[src/design/lkv_pkg.sv]
// Shared types and constants for the LRU key-value cache.
// No dependencies; compiled first.
package lkv_pkg;

  // Store geometry
  localparam int ENTRIES = 16;
  localparam int KEY_W   = 32;
  localparam int VAL_W   = 32;
  localparam int CAP_W   = 5;
  localparam int OCC_W   = $clog2(ENTRIES + 1);

  localparam logic [CAP_W-1:0] CAP_RESET = CAP_W'(16);
  localparam logic [VAL_W-1:0] MISS_VALUE = '1;

  // Request kinds
  typedef enum logic {
    KIND_GET = 1'b0,
    KIND_PUT = 1'b1
  } kind_t;

  // Contents of one cell
  typedef struct packed {
    logic             valid;
    logic [KEY_W-1:0] key;
    logic [VAL_W-1:0] value;
  } entry_t;

  // Command broadcast from the control to every cell
  typedef struct packed {
    logic             exec;
    logic             put;
    logic             evict;
    logic [KEY_W-1:0] key;
    logic [VAL_W-1:0] value;
  } lkv_cmd_t;

  // Lookup status returned by the cell row
  typedef struct packed {
    logic             hit;
    logic [VAL_W-1:0] value;
  } lkv_look_t;

endpackage

[src/design/lkv_if.sv]
// Channel interfaces of the LRU key-value cache: request, result, configuration.
// Depends on lkv_pkg.
interface lkv_req_if import lkv_pkg::*; ();
  logic                    valid;
  logic                    ready;
  logic                    kind;
  logic [KEY_W-1:0]        key;
  logic signed [VAL_W-1:0] value;

  modport source (output valid, kind, key, value, input ready);
  modport sink   (input valid, kind, key, value, output ready);
endinterface

interface lkv_rsp_if import lkv_pkg::*; ();
  logic                    valid;
  logic                    ready;
  logic                    hit;
  logic signed [VAL_W-1:0] value_out;

  modport source (output valid, hit, value_out, input ready);
  modport sink   (input valid, hit, value_out, output ready);
endinterface

interface lkv_cfg_if import lkv_pkg::*; ();
  logic             valid;
  logic             ready;
  logic [CAP_W-1:0] capacity_in_use;

  modport source (output valid, capacity_in_use, input ready);
  modport sink   (input valid, capacity_in_use, output ready);
endinterface

[src/design/lkv_cell.sv]
// One cell of the recency-ordered row: holds a single key/value entry.
// Depends on lkv_pkg.
module lkv_cell import lkv_pkg::*; (
  input  logic             clk,
  input  logic             rst,
  input  lkv_cmd_t         cmd,
  input  logic             any_hit,
  input  entry_t           prev_entry,
  input  logic             match_after_in,
  input  logic [VAL_W-1:0] hitval_in,
  output entry_t           entry,
  output logic             match,
  output logic             match_after_out,
  output logic [VAL_W-1:0] hitval_out
);

  logic load;

  // Key compare and hit chains toward the head
  assign match           = entry.valid && (entry.key == cmd.key);
  assign match_after_out = match || match_after_in;
  assign hitval_out      = hitval_in | ({VAL_W{match}} & entry.value);

  // Shift from the more recent neighbor:
  //   hit  - every cell up to and including the hit one
  //   miss put - every valid cell, plus the first free one unless evicting
  always_comb begin
    load = 1'b0;
    if (cmd.exec) begin
      if (any_hit) begin
        load = match_after_out;
      end else if (cmd.put) begin
        load = entry.valid || (prev_entry.valid && !cmd.evict);
      end
    end
  end

  // Entry register; only the valid bit is reset
  always_ff @(posedge clk) begin
    if (rst) begin
      entry.valid <= 1'b0;
    end else if (load) begin
      entry.valid <= prev_entry.valid;
    end
    if (load) begin
      entry.key   <= prev_entry.key;
      entry.value <= prev_entry.value;
    end
  end

endmodule

[src/design/lkv_chain.sv]
// Row of cells ordered by recency: cell 0 is most recent.
// Depends on lkv_pkg and lkv_cell.
module lkv_chain import lkv_pkg::*; (
  input  logic                   clk,
  input  logic                   rst,
  input  lkv_cmd_t               cmd,
  output lkv_look_t              look,
  output logic [ENTRIES-1:0]     valid_vec
);

  entry_t             cell_entry [ENTRIES];
  entry_t             head_entry;
  logic               match_chain [ENTRIES+1];
  logic [VAL_W-1:0]   hitval_chain [ENTRIES+1];
  logic [ENTRIES-1:0] match_vec;

  assign match_chain[ENTRIES]  = 1'b0;
  assign hitval_chain[ENTRIES] = '0;

  assign look.hit   = match_chain[0];
  assign look.value = hitval_chain[0];

  // New head: the request key with the put value, or the hit entry's value on a get
  assign head_entry.valid = 1'b1;
  assign head_entry.key   = cmd.key;
  assign head_entry.value = cmd.put ? cmd.value : hitval_chain[0];

  for (genvar i = 0; i < ENTRIES; i++) begin : g_cell
    entry_t prev;
    if (i == 0) begin : g_head
      assign prev = head_entry;
    end else begin : g_body
      assign prev = cell_entry[i-1];
    end

    lkv_cell u_cell (
      .clk             (clk),
      .rst             (rst),
      .cmd             (cmd),
      .any_hit         (match_chain[0]),
      .prev_entry      (prev),
      .match_after_in  (match_chain[i+1]),
      .hitval_in       (hitval_chain[i+1]),
      .entry           (cell_entry[i]),
      .match           (match_vec[i]),
      .match_after_out (match_chain[i]),
      .hitval_out      (hitval_chain[i])
    );

    assign valid_vec[i] = cell_entry[i].valid;
  end

  // A key lives in at most one cell
  a_single_match: assert property (@(posedge clk) disable iff (rst) $onehot0(match_vec))
    else $error("key matches more than one cell");

  // Valid cells form an unbroken run from the head
  a_packed_valid: assert property (@(posedge clk) disable iff (rst)
    ((valid_vec >> 1) & ~valid_vec) == '0)
    else $error("gap in the valid cells");

  // A get that misses leaves the row untouched
  a_miss_stable: assert property (@(posedge clk) disable iff (rst)
    cmd.exec && !cmd.put && !look.hit |=> $stable(valid_vec))
    else $error("get miss changed the row");

endmodule

[src/design/lru_key_value_cache.sv]
// Top level of the LRU key-value cache: request register, occupancy, result register.
// Depends on lkv_pkg, lkv_if and lkv_chain.
//
// Usage:
//   req carries kind (0 get, 1 put), key and value. A request is taken when
//   req.valid and req.ready are both high. One request is in flight at a time:
//   it is registered in the cycle it is taken and applied to the cell row in the
//   next, unless a get waits for room in the result register; no new request is
//   taken until the held one is applied, with full-row key compare plus recency shift.
//   rsp returns hit and value_out for every get (value_out is -1 on a miss),
//   registered: rsp.valid rises after the request has passed the request register
//   and been applied to the cell row. A put returns nothing.
//   If the receiver holds rsp.ready low, the result waits in the output
//   register; the next request may still be taken, but a following get is held
//   in the request register until the pending result has been taken.
//   cfg writes capacity_in_use whenever cfg.valid is high (ready is always high);
//   write it only while no request is in flight.
//   Reset (rst, synchronous) empties the store and sets the capacity to 16;
//   the block takes requests in the first cycle after reset.
module lru_key_value_cache import lkv_pkg::*; (
  input  logic      clk,
  input  logic      rst,
  lkv_req_if.sink   req,
  lkv_rsp_if.source rsp,
  lkv_cfg_if.sink   cfg
);

  logic               busy;
  kind_t              req_kind;
  logic [KEY_W-1:0]   req_key;
  logic [VAL_W-1:0]   req_value;
  logic [CAP_W-1:0]   capacity;
  logic [CAP_W-1:0]   eff_cap;
  logic [OCC_W-1:0]   occupancy;
  logic               rsp_valid;
  logic               rsp_hit;
  logic [VAL_W-1:0]   rsp_value;
  lkv_cmd_t           cmd;
  lkv_look_t          look;
  logic [ENTRIES-1:0] valid_vec;

  // Configuration
  assign cfg.ready = 1'b1;

  always_ff @(posedge clk) begin
    if (rst) begin
      capacity <= CAP_RESET;
    end else if (cfg.valid) begin
      capacity <= cfg.capacity_in_use;
    end
  end

  // Capacity of zero acts as one; above the row length it saturates
  always_comb begin
    eff_cap = capacity;
    if (capacity == '0) begin
      eff_cap = CAP_W'(1);
    end else if (32'(capacity) > ENTRIES) begin
      eff_cap = CAP_W'(ENTRIES);
    end
  end

  // Request register
  assign req.ready = !busy;

  always_ff @(posedge clk) begin
    if (rst) begin
      busy <= 1'b0;
    end else if (req.valid && req.ready) begin
      busy <= 1'b1;
    end else if (cmd.exec) begin
      busy <= 1'b0;
    end
  end

  always_ff @(posedge clk) begin
    if (req.valid && req.ready) begin
      req_kind  <= kind_t'(req.kind);
      req_key   <= req.key;
      req_value <= req.value;
    end
  end

  // Apply the held request; a get waits for room in the result register
  always_comb begin
    cmd.exec  = busy && (req_kind == KIND_PUT || !rsp_valid || rsp.ready);
    cmd.put   = (req_kind == KIND_PUT);
    cmd.evict = (32'(occupancy) >= 32'(eff_cap));
    cmd.key   = req_key;
    cmd.value = req_value;
  end

  lkv_chain u_chain (
    .clk       (clk),
    .rst       (rst),
    .cmd       (cmd),
    .look      (look),
    .valid_vec (valid_vec)
  );

  // Occupancy grows only on an insert without eviction
  always_ff @(posedge clk) begin
    if (rst) begin
      occupancy <= '0;
    end else if (cmd.exec && cmd.put && !look.hit && !cmd.evict) begin
      occupancy <= occupancy + OCC_W'(1);
    end
  end

  // Result register
  always_ff @(posedge clk) begin
    if (rst) begin
      rsp_valid <= 1'b0;
    end else if (cmd.exec && !cmd.put) begin
      rsp_valid <= 1'b1;
    end else if (rsp.ready) begin
      rsp_valid <= 1'b0;
    end
  end

  always_ff @(posedge clk) begin
    if (cmd.exec && !cmd.put) begin
      rsp_hit   <= look.hit;
      rsp_value <= look.hit ? look.value : MISS_VALUE;
    end
  end

  assign rsp.valid     = rsp_valid;
  assign rsp.hit       = rsp_hit;
  assign rsp.value_out = rsp_value;

  // Occupancy tracks the number of valid cells
  a_occ_count: assert property (@(posedge clk) disable iff (rst)
    32'($countones(valid_vec)) == 32'(occupancy))
    else $error("occupancy out of step with valid cells");

  // Every applied get produces a result in the next cycle
  a_get_result: assert property (@(posedge clk) disable iff (rst)
    cmd.exec && !cmd.put |=> rsp_valid)
    else $error("get produced no result");

  // A put to a present key never changes occupancy
  a_update_occ: assert property (@(posedge clk) disable iff (rst)
    cmd.exec && cmd.put && look.hit |=> $stable(occupancy))
    else $error("update changed occupancy");

endmodule
[src/flat_wrapper.sv]
// flat-port wrapper written by rule: the top's interface ports become plain ports
module lru_key_value_cache_flat import lkv_pkg::*;
  (clk, rst, req_valid, req_kind, req_key, req_value, req_ready, rsp_valid, rsp_hit, rsp_value_out, rsp_ready, cfg_valid, cfg_capacity_in_use, cfg_ready);
  lkv_req_if req_i ();
  lkv_rsp_if rsp_i ();
  lkv_cfg_if cfg_i ();
  input  logic clk;
  input  logic rst;
  input wire logic [$bits(req_i.valid)-1:0] req_valid;
  input wire logic [$bits(req_i.kind)-1:0] req_kind;
  input wire logic [$bits(req_i.key)-1:0] req_key;
  input wire logic [$bits(req_i.value)-1:0] req_value;
  output wire logic [$bits(req_i.ready)-1:0] req_ready;
  output wire logic [$bits(rsp_i.valid)-1:0] rsp_valid;
  output wire logic [$bits(rsp_i.hit)-1:0] rsp_hit;
  output wire logic [$bits(rsp_i.value_out)-1:0] rsp_value_out;
  input wire logic [$bits(rsp_i.ready)-1:0] rsp_ready;
  input wire logic [$bits(cfg_i.valid)-1:0] cfg_valid;
  input wire logic [$bits(cfg_i.capacity_in_use)-1:0] cfg_capacity_in_use;
  output wire logic [$bits(cfg_i.ready)-1:0] cfg_ready;
  assign req_i.valid = req_valid;
  assign req_i.kind = req_kind;
  assign req_i.key = req_key;
  assign req_i.value = req_value;
  assign req_ready = req_i.ready;
  assign rsp_valid = rsp_i.valid;
  assign rsp_hit = rsp_i.hit;
  assign rsp_value_out = rsp_i.value_out;
  assign rsp_i.ready = rsp_ready;
  assign cfg_i.valid = cfg_valid;
  assign cfg_i.capacity_in_use = cfg_capacity_in_use;
  assign cfg_ready = cfg_i.ready;
  lru_key_value_cache u_core (.clk(clk), .rst(rst), .req(req_i), .rsp(rsp_i), .cfg(cfg_i));
endmodule
[config.mk]
export PLATFORM = sky130hd
export DESIGN_NAME = lru_key_value_cache_flat
export DESIGN_NICKNAME = d
export VERILOG_FILES = /design/src/design/lkv_pkg.sv /design/src/design/lkv_if.sv /design/src/design/lkv_cell.sv /design/src/design/lkv_chain.sv /design/src/design/lru_key_value_cache.sv /design/src/flat_wrapper.sv
export SDC_FILE = /design/constraint.sdc
export NUM_CORES = 1
export LEC_CHECK = 0
export ABC_AREA = 1
export BUFFER_PORTS_ARGS = -buffer_cell sky130_fd_sc_hd__buf_2
export CORE_AREA = 2 2 325 327
export CTS_BUF_LIST = sky130_fd_sc_hd__clkbuf_2
export DETAILED_ROUTE_END_ITERATION = 8
export DIE_AREA = 0 0 327 329
export GPL_TIMING_DRIVEN = 0
export PLACE_DENSITY_LB_ADDON = 0.08
export SLEW_MARGIN = 20
export SYNTH_ARGS = -nofsm -noshare
export SYNTH_HDL_FRONTEND = slang
export SYNTH_SLANG_ARGS = --single-unit
[constraint.sdc]
create_clock -name clk -period 7.85 [get_ports clk]
set_input_delay 1.1775 -clock clk [delete_from_list [all_inputs] [get_ports clk]]
set_output_delay 1.1775 -clock clk [all_outputs]
set_load 0.02 [all_outputs]
# Yosys cells after proc, flatten, opt, wreduce, memory -nomap -nowiden
# Index checks and enable logic that the tools add are counted.
# totals
regBits	1150
input_bits	75
output_inout_bits	36
word_cells	240
# op_classes
add_sub_neg	1
order_cmp	2
n_eq_ne	16
mux	55
bitwise_logic	31
n_reduce_logical	78
# ops
op	n
32-bit AND	16
32-bit == test	16
32-bit OR	15
1-bit two-way mux	52
1-bit logical AND	37
1-bit logical OR	33
32-bit two-way mux	1
5-bit two-way mux	2
5-bit by 1-bit adder with 5-bit output, second input constant	1
5-bit >= comparator	1
5-bit > comparator, second input constant	1
1-bit logical NOT	5
5-bit logical NOT	1
2-bit nonzero test	2

# Depth between registers and ports, before layout
# Gate-level depths: netlist of the first run.
# depth
depth_word	20
ltp_mapped	25
ltp_nobuf	22

# Modules after synthesis
# Synthesis of the first run repeated with hierarchy kept, for this count alone.
# hier_totals
cells_unflattened	5815
hier_area_um2	58554.9
# modules_own_cells
mod	instances	cells_each	area_per_inst_um2	seq_area_each_um2
lkv_cell	16	340	3383.2	1941.9
lru_key_value_cache	1	268	3916.3	3183.1
lkv_chain	1	107	506.7	0.0

# Least setup slack after synthesis of the first run
# Ideal clock, no wire load.
# synth_timing
path_kind	reg-to-reg
startpoint	register u_core.req_key[31]
endpoint	register u_core.u_chain.g_cell[1].u_cell.entry[0] (netlist bit), enable pin
setup_ns	0.510
t_arrival_ns	5.033
slack_ns	2.307
path_stages_with_launch	11
n_path_buf	2
path_cell_list	edfxtp_1 > buf_2 > buf_6 > xor2_1 > nor4_1 > nand2_1 > nor4_4 > nor2_4 > nand4_4 > nor3_2 > a21oi_1
# synth_via
elab_chain_cells	19
# synth_lines
item	line_no	source
start, declared	lru_key_value_cache.sv:30	logic [KEY_W-1:0] req_key;
start signal, assigned	lru_key_value_cache.sv:79	req_key <= req.key;
32-bit == test	lkv_cell.sv:20	assign match = entry.valid && (entry.key == cmd.key);
1-bit logical AND	lkv_cell.sv:20	
1-bit logical OR (15 in series)	lkv_cell.sv:21	assign match_after_out = match || match_after_in;
1-bit two-way mux (*)	lkv_cell.sv:30	if (any_hit) begin
1-bit two-way mux (*)	lkv_cell.sv:29	if (cmd.exec) begin
via u_core.u_chain.g_cell[1].u_cell.load	lkv_cell.sv:17	logic load;
end, declared	lkv_cell.sv:11	output entry_t entry,
# The timed path passes the listed nets; every way through them passes the cells marked *.
# A chain may end at the register's enable or synchronous reset.

# Final worst setup path of the first run
# layout_timing
startpoint	register u_core.req_key[8]
endpoint	register u_core.u_chain.g_cell[15].u_cell.entry[37] (netlist bit), enable pin
# layout_via
elab_chain_cells	19
# layout_lines
item	line_no
32-bit == test	lkv_cell.sv:20
1-bit logical AND	lkv_cell.sv:20
1-bit logical OR (15 in series)	lkv_cell.sv:21
1-bit two-way mux (*)	lkv_cell.sv:30
1-bit two-way mux (*)	lkv_cell.sv:29
via u_core.u_chain.g_cell[15].u_cell.load	lkv_cell.sv:17
end, declared	lkv_cell.sv:11
# Marks and branches as above.

==> run metrics, run 1 <==
fin. max-slew vios 0; sequential fraction of the synthesis area between 70 and 80%; DR WL/cell between 20 and 30 µm; I/O Buffers between 100 and 150; main area contributors after synthesis edfxtp_1 (73%), nand2_1 (5.3%), a22o_1 (2.1%), xnor2_1 (2.0%), inv_1 (1.9%); H-tree levels 5; Mapped Cells 3401; CP Data Required Time approximately 9000 ps; Slew headroom a little over an eighth; final worst path period need roughly 5400 ps; asr flop ratio synth 0%; period utilisation layout between 60% and 70%; Max Clock Freq 184 MHz; clk sinks 1150; share of layout cells above drive strength 1 between 15 and 20%; status completed; max capacitance violation total 0; Mapped Nets ~3500; vias in the first global route between 30000 and 40000; Most used DFF post-synth edfxtp_1; clock buffer depth 4; largest family of logic cells by synthesized area simple AND/OR/NAND/NOR gates; total grt overflow 0; DRC viols 0; GR Util met2 45.4%; initial antenna violation count 9; Num CTS Buffers approximately 320; I/O pins between 100 and 150; die footprint around 110000 µm²; P per Cell Area about 220 nW/µm²; Clock transition at path regs between 100 and 150 ps; sequential cell area between 30000 and 40000 µm²; via count between 30000 and 40000; Initial Util roughly 44%; Layout Cell Area excl Fill 53000 µm²; via/cell ratio 5.78; Leak Pwr around 19 nW; DP Area approximately 49000 µm²; Post-Route WL 164 mm; Non-Filler Instances 5555; Final nets roughly 4000; pre-CTS setup slack about 2500 ps; die height 329 µm; post-route ant nets 0; setup ws final 2400 ps; Worst Hold Margin ~330 ps; area share of xor/xnor cells in the synthesized design 3.66%; top cell type's share of synthesized area 72.6%; Synth-to-Final Area Change 14.3%; largest net degree at the start of global routing 48; GRT Util Overall 30.2%; DP HPWL 112 mm; RSZ-0062 raised after global routing no; CP max FO 34; area used by multi-input combinational logic approximately 10000 µm²; Syn. warnings 0; CTS tree built; largest area contributor in the netlist edfxtp_1; Unique masters post-synth 56; met3 GRT Util just over 8%; die width around 330 µm; clock skew between 150 and 200 ps; CORE AREA ~100000 µm²; Simple-Gate Fraction of Synth Area between 10 and 15%; first-pass GRT wire length approximately 230 mm; synthesized cell area between 40000 and 50000 µm²; Synth Area in Compound Gates under 10%; grt met1 use a little over two fifths; Detailed Routing Iterations Pass 1 6; syn avg cell area approximately 14 µm²; Max rail drop VDD between 0.0001 and 0.00015 V; Worst-Margin Slew 1300 ps; CP Data Arrival Time 6580 ps; # fillers between 9000 and 10000; post-synthesis adder-cell area fraction 0.162%; Post-synth EDFFs 1122; Most Used Layer, Global Route met2; Final Hold Fails 0; Worst Hold Class in -> reg; RD Place Congestion 0.994; mux contribution to synthesized area 0%; placed cells about 5000; Crit. End Element flop; critical path type reg -> reg; final setup vio count 0; startpoint types flop; clock root buffer clkbuf_2; worst skew pair latency ~1600 ps; register bit total from synthesis around 1200; 1st-iter DRT viols 4180; row count around 120
[worst paths after layout]
check / startpoint / to / slack, ps / cells past startpoint
worst min register to register: u_core.u_chain.g_cell[11].u_cell.entry[7] / u_core.u_chain.g_cell[12].u_cell.entry[7] / 360 / 0
worst max register to register: u_core.req_key[8] / u_core.u_chain.g_cell[15].u_cell.entry[37] / 2400 / 21
worst max-delay path: u_core.req_key[8] / u_core.u_chain.g_cell[15].u_cell.entry[37] / 2400 / 21
worst min-delay path: req_value[31] / u_core.req_value[31] / 330 / 2
[flip-flops by register name, summed over array words and instances, names as in the netlist]
signal and cells:
u_core.busy 1, u_core.capacity 5, u_core.occupancy 5, u_core.req_key 32
u_core.req_kind 1, u_core.req_value 32, u_core.rsp.hit 1, u_core.rsp.valid 1
u_core.rsp.value_out 32, u_core.u_chain.g_cell.u_cell.entry 1040
[area by class of cell]
class / instances / share of cell area (%)
plain buffers: 142 / 1.62
repair buffers: 218 / 3.76
diodes: 2 / 0.00944
inverters: 264 / 1.89
clock inverters: 74 / 0.743
clock buffers: 469 / 4.43
multi-input cells: 1845 / 19.7
well taps: 1391 / 3.28
flip-flops and latches: 1150 / 64.6
[placed cells by master (no fill, tap or decap), types with 5 or more instances in the layout]
| master | count |
|---|---|
| or2_2 | 20 |
| a22o_1 | 109 |
| edfxtp_1 | 1122 |
| a32o_1 | 21 |
| a211oi_1 | 16 |
| o2111ai_1 | 27 |
| dlygate4sd3_1 | 84 |
| buf_12 | 10 |
| clkinv_1 | 60 |
| nor2_1 | 233 |
| buf_2 | 149 |
| o221ai_1 | 6 |
| inv_1 | 231 |
| clkbuf_1 | 33 |
| buf_16 | 14 |
| o211ai_1 | 6 |
| o21ai_1 | 7 |
| a211o_1 | 5 |
| nand2_1 | 642 |
| nand3_1 | 60 |
| nand2_4 | 12 |
| o22ai_1 | 40 |
| nor4_1 | 34 |
| clkbuf_2 | 485 |
| a221oi_1 | 70 |
| nand4_1 | 81 |
| o21ai_0 | 132 |
| nor3_1 | 18 |
| inv_2 | 33 |
| xor2_1 | 90 |
| or2_0 | 5 |
| buf_6 | 17 |
| dfxtp_1 | 28 |
| nand3b_1 | 5 |
| a21oi_1 | 56 |
| xnor2_1 | 104 |
| ha_1 | 6 |
| buf_4 | 36 |
| clkinv_2 | 6 |
[where the power goes]
group          switching, W  internal (W)
clock network       0.00255       0.00171
logic              0.000348      0.000166
registers         0.0000382       0.00669
total               0.00293       0.00857
[critical path, stage by stage (launching register included)]
cell	delay, ps
edfxtp_1	490
inv_1	240
clkbuf_1	390
nand2_1	300
o21ai_0	130
nor2_1	310
nand2_1	90
nor2_1	220
nand2_1	110
nor3_1	370
nand2_1	350
nand4_2	250
nor2_4	70
nand4_4	130
nor2_4	50
nand3_2	80
buf_6	170
nand2_1	150
nand2_1	100
nand2_1	120
inv_4	550
buf_12	300
[cells by family after synthesis]
logic type,after synthesis
flip-flops,1150
AND/OR/NAND/NOR,1143
AO/OA/AOI/OAI,501
buffers and inverters,406
XOR/XNOR,194
adder cells (fa/ha/maj),6
other,1
[Yosys cell counts, drive strengths merged, types with 28 or more instances]
master / number
a21oi: 58
a221oi: 70
a22o: 109
buf: 93
clkbuf: 49
dfxtp: 28
edfxtp: 1122
inv: 261
nand2: 655
nand3: 64
nand4: 84
nor2: 241
nor4: 37
o21ai: 139
o22ai: 41
or2: 28
xnor2: 104
xor2: 90
[stage by stage]
| step | setup TNS [ps] | utilization [%] | power [W] |
|---|---|---|---|
| after floorplan | 0 | - | 0.00710 |
| after global placement | -193520 | 46.6 | 0.00733 |
| after detailed placement | 0 | 47.4 | 0.00734 |
| after CTS | 0 | 50.8 | 0.0116 |
| after global routing | 0 | 50.8 | 0.0119 |
| final | 0 | 50.8 | 0.0115 |
[what timing repair did]
item / in CTS / in global routing
gates resized for setup: 0 / 0
hold buffers: 84 / 0
buffers inserted: 0 / 0
endpoints found under the hold margin: 85 / 0
[layer usage]
metal | wire length, µm | up-vias
met4 | 4550 | 0
met5 | 0 | -
met1 | 69100 | 16200
met3 | 17900 | 294
li1 | - | 13600
met2 | 72000 | 2016
Power figures use the tool's default switching activity.
==> inputs of run 2 (changes only) <==
--- a/config.mk
+++ b/config.mk
@@ -5,7 +5,7 @@
 export SDC_FILE = /design/constraint.sdc
 export NUM_CORES = 1
 export LEC_CHECK = 0
-export ABC_AREA = 1
+export ABC_AREA = 0
 export BUFFER_PORTS_ARGS = -buffer_cell sky130_fd_sc_hd__buf_2
 export CORE_AREA = 2 2 325 327
 export CTS_BUF_LIST = sky130_fd_sc_hd__clkbuf_2
==> constraint.sdc (replaced) <==
create_clock -name clk -period 5.2 [get_ports clk]
set_input_delay 0.78 -clock clk [delete_from_list [all_inputs] [get_ports clk]]
set_output_delay 0.78 -clock clk [all_outputs]
set_load 0.02 [all_outputs]
==> run metrics, run 2 <==
status finished, violations left; failing checks setup timing; H-tree levels 5; top-count cell post-synth edfxtp_1; RSZ-0062 raised after global routing no; worst reg-to-reg path cell count 13; row count about 120; Final nets roughly 3600; Syn. warnings 0; main area contributors after synthesis edfxtp_1 (72%), xnor2_1 (7.6%), a22oi_1 (3.2%), nand4_1 (2.5%), xor2_1 (2.0%); GRT Util Overall approximately 31%; Largest Register u_core.u_chain.g_cell.u_cell.entry; cell chain of the critical path buf_2 -> buf_4 -> xnor2_1 -> nand4_1 -> nor4_1 -> and4_1 -> clkbuf_1 -> clkbuf_1 -> clkbuf_2 -> a22oi_1 -> nand4_1 -> nor3_1 -> a21oi_1; 1st-iter DRT viols roughly 4600; Largest register FFs about 1000; Worst-Margin Slew 1250 ps; die height between 300 and 400 µm; grt met1 use 43.2%; CORE AREA around 100000 µm²; Final Hold Fails 0; Clock transition at path regs 110 ps; P per Cell Area 316 nW/µm²; # fillers a little under 9000; startpoint types flop; CTS tree built; clock root buffer clkbuf_2; final setup vio count 1; Crit. End Element flop; die width around 330 µm; critical path type reg -> reg; worst skew pair latency ~1600 ps; CP Data Required Time 6650 ps; Mapped Cells roughly 2900; synthesized cell area roughly 47000 µm²; DRC viols 0; Non-Filler Instances about 5200; placed cells 4467; final worst path period need between 5000 and 6000 ps; commonest cells in the synthesized netlist edfxtp_1 (1122), xnor2_1 (402), a22oi_1 (200); I/O pins 111; Leak Pwr approximately 18 nW; Most Used Layer, Global Route met2; asr flop ratio synth 0%; total grt overflow 0; family with the most delay on the worst path buffers and inverters; clock skew about 180 ps; Worst Hold Class in -> reg; via count approximately 31000; Unique masters post-synth roughly 70; share of layout cells above drive strength 1 between 20% and 30%; Mapped Nets 2982; Largest stage delay, worst path 920 ps; largest area contributor in the netlist edfxtp_1; sequential fraction of the synthesis area between 70% and 80%; Initial Util between 40% and 50%; I/O Buffers between 100 and 150; Most used DFF post-synth edfxtp_1; CP Data Arrival Time between 6000 and 7000 ps; DR WL/cell between 30 and 40 µm; period utilisation layout 100%; first-pass GRT wire length between 200 and 250 mm; initial antenna violation count 12; vias in the first global route between 30000 and 40000; CP max FO 10; max capacitance violation total 0; fin. max-slew vios 0; post-route ant nets 0; largest net degree at the start of global routing 41; clk sinks 1150; GR Util met2 ~47%; register bit total from synthesis roughly 1200; Max Clock Freq 192 MHz; via/cell ratio between 6 and 7; Crit-path slowest cell clkbuf_1; top cell type's share of synthesized area roughly 72%; setup ws final -0.981 ps; DP HPWL 117 mm; setup TNS after final layout -0.981 ps; die footprint between 100000 and 150000 µm²; RD Place Congestion between 0.9 and 1; clock buffer depth 4; fin util 52.8%; met3 GRT Util 7.67%; crit path buf inv count 5; Detailed Routing Iterations Pass 1 6; Stages on worst setup path 13; Hold Path Cell Cnt 3; Max rail drop VDD 0.000159 V; Post-Route WL about 170 mm; Synth-to-Final Area Change 18.4%; Post-synth EDFFs 1122; most common cell after layout, fill and taps aside edfxtp_1; syn avg cell area between 15 and 20 µm²; most frequent cells in the layout edfxtp_1 (1122), clkbuf_2 (467), xnor2_1 (401); Num CTS Buffers 318; Slew headroom between 10% and 20%
-- run 2: changes by cell type after synthesis, sizes merged, moves of 102 or more --
cell / delta
inv: -206
nand2: -541
nand4: +102
nor2: -204
xnor2: +298
a22oi: +200
o21ai: -110
-- run 2: repair_timing --
item,4_1_cts,5_1_grt
endpoints found under the hold margin,158,0
hold buffers,154,0
pin swaps,3,6
resized for setup,7,5
buffers inserted,6,12
endpoints found under the setup margin,182,185
-- run 2: worst paths after layout --
| check | slack, ps | endpoint | start |
|---|---|---|---|
| worst max register to register | -1 | u_core.u_chain.g_cell[0].u_cell.entry[3] | u_core.req_key[23] |
| worst min-delay path | 200 | u_core.capacity[4] | cfg_valid |
| worst max-delay path | -1 | u_core.u_chain.g_cell[0].u_cell.entry[3] | u_core.req_key[23] |
| worst min register to register | 410 | u_core.u_chain.g_cell[2].u_cell.entry[20] | u_core.u_chain.g_cell[1].u_cell.entry[20] |
-- run 2: kinds of logic after synthesis --
family,count (synthesis),share of synthesized area [%]
and+or+nand+nor,610,7.57
other,1,0.00806
xor gates and xnor gates,510,9.60
DFF,1150,73.6
adders and majority gates,6,0.161
buffers and inverters,212,2.28
AOI/OAI and AO/OA,375,5.99
muxes,37,0.798
-- run 2: power breakdown --
group / switching (W) / leakage, nW / internal, W
clock network: 0.00379 / 2.05 / 0.00245
registers: 0.0000727 / 10.3 / 0.0101
logic: 0.000610 / 5.70 / 0.000367
-- run 2: stage by stage --
step                setup WS (ps)  power (W)  hold slack, ps  area, µm²
CTS                          9.38     0.0175            41.6      54900
global route                 12.1     0.0180             167      55100
global placement            -3940     0.0112             429      48900
floorplan                     404     0.0109             421      46600
detailed placement           -225     0.0113             434      50700
finish                     -0.981     0.0174             197      55100
-- run 2: area by class of cell --
type                       instances  area [µm²]  share of cell area, %
timing repair buffer             347        3960                   7.19
multi-input combinational       1539       11400                   20.8
clock inverter                    63         333                  0.604
inverter                          56         215                  0.391
clock buffer                     453        2270                   4.12
sequential                      1150       34300                   62.2
antenna                            9        22.5                 0.0409
tap                             1391        1740                   3.16
buffer                           150         848                   1.54
-- run 2: metal layers --
layer | routed length (µm) | part of all wire, %
met4 | 6130 | 3.6
met2 | 75000 | 45
met3 | 17200 | 10
met5 | 13 | 0.0077
met1 | 69900 | 42
-- run 2: worst min-delay path: cells and delay by family --
family	cells	cell delay, ps
AO/OA/AOI/OAI	1	210
buffers and inverters	2	740
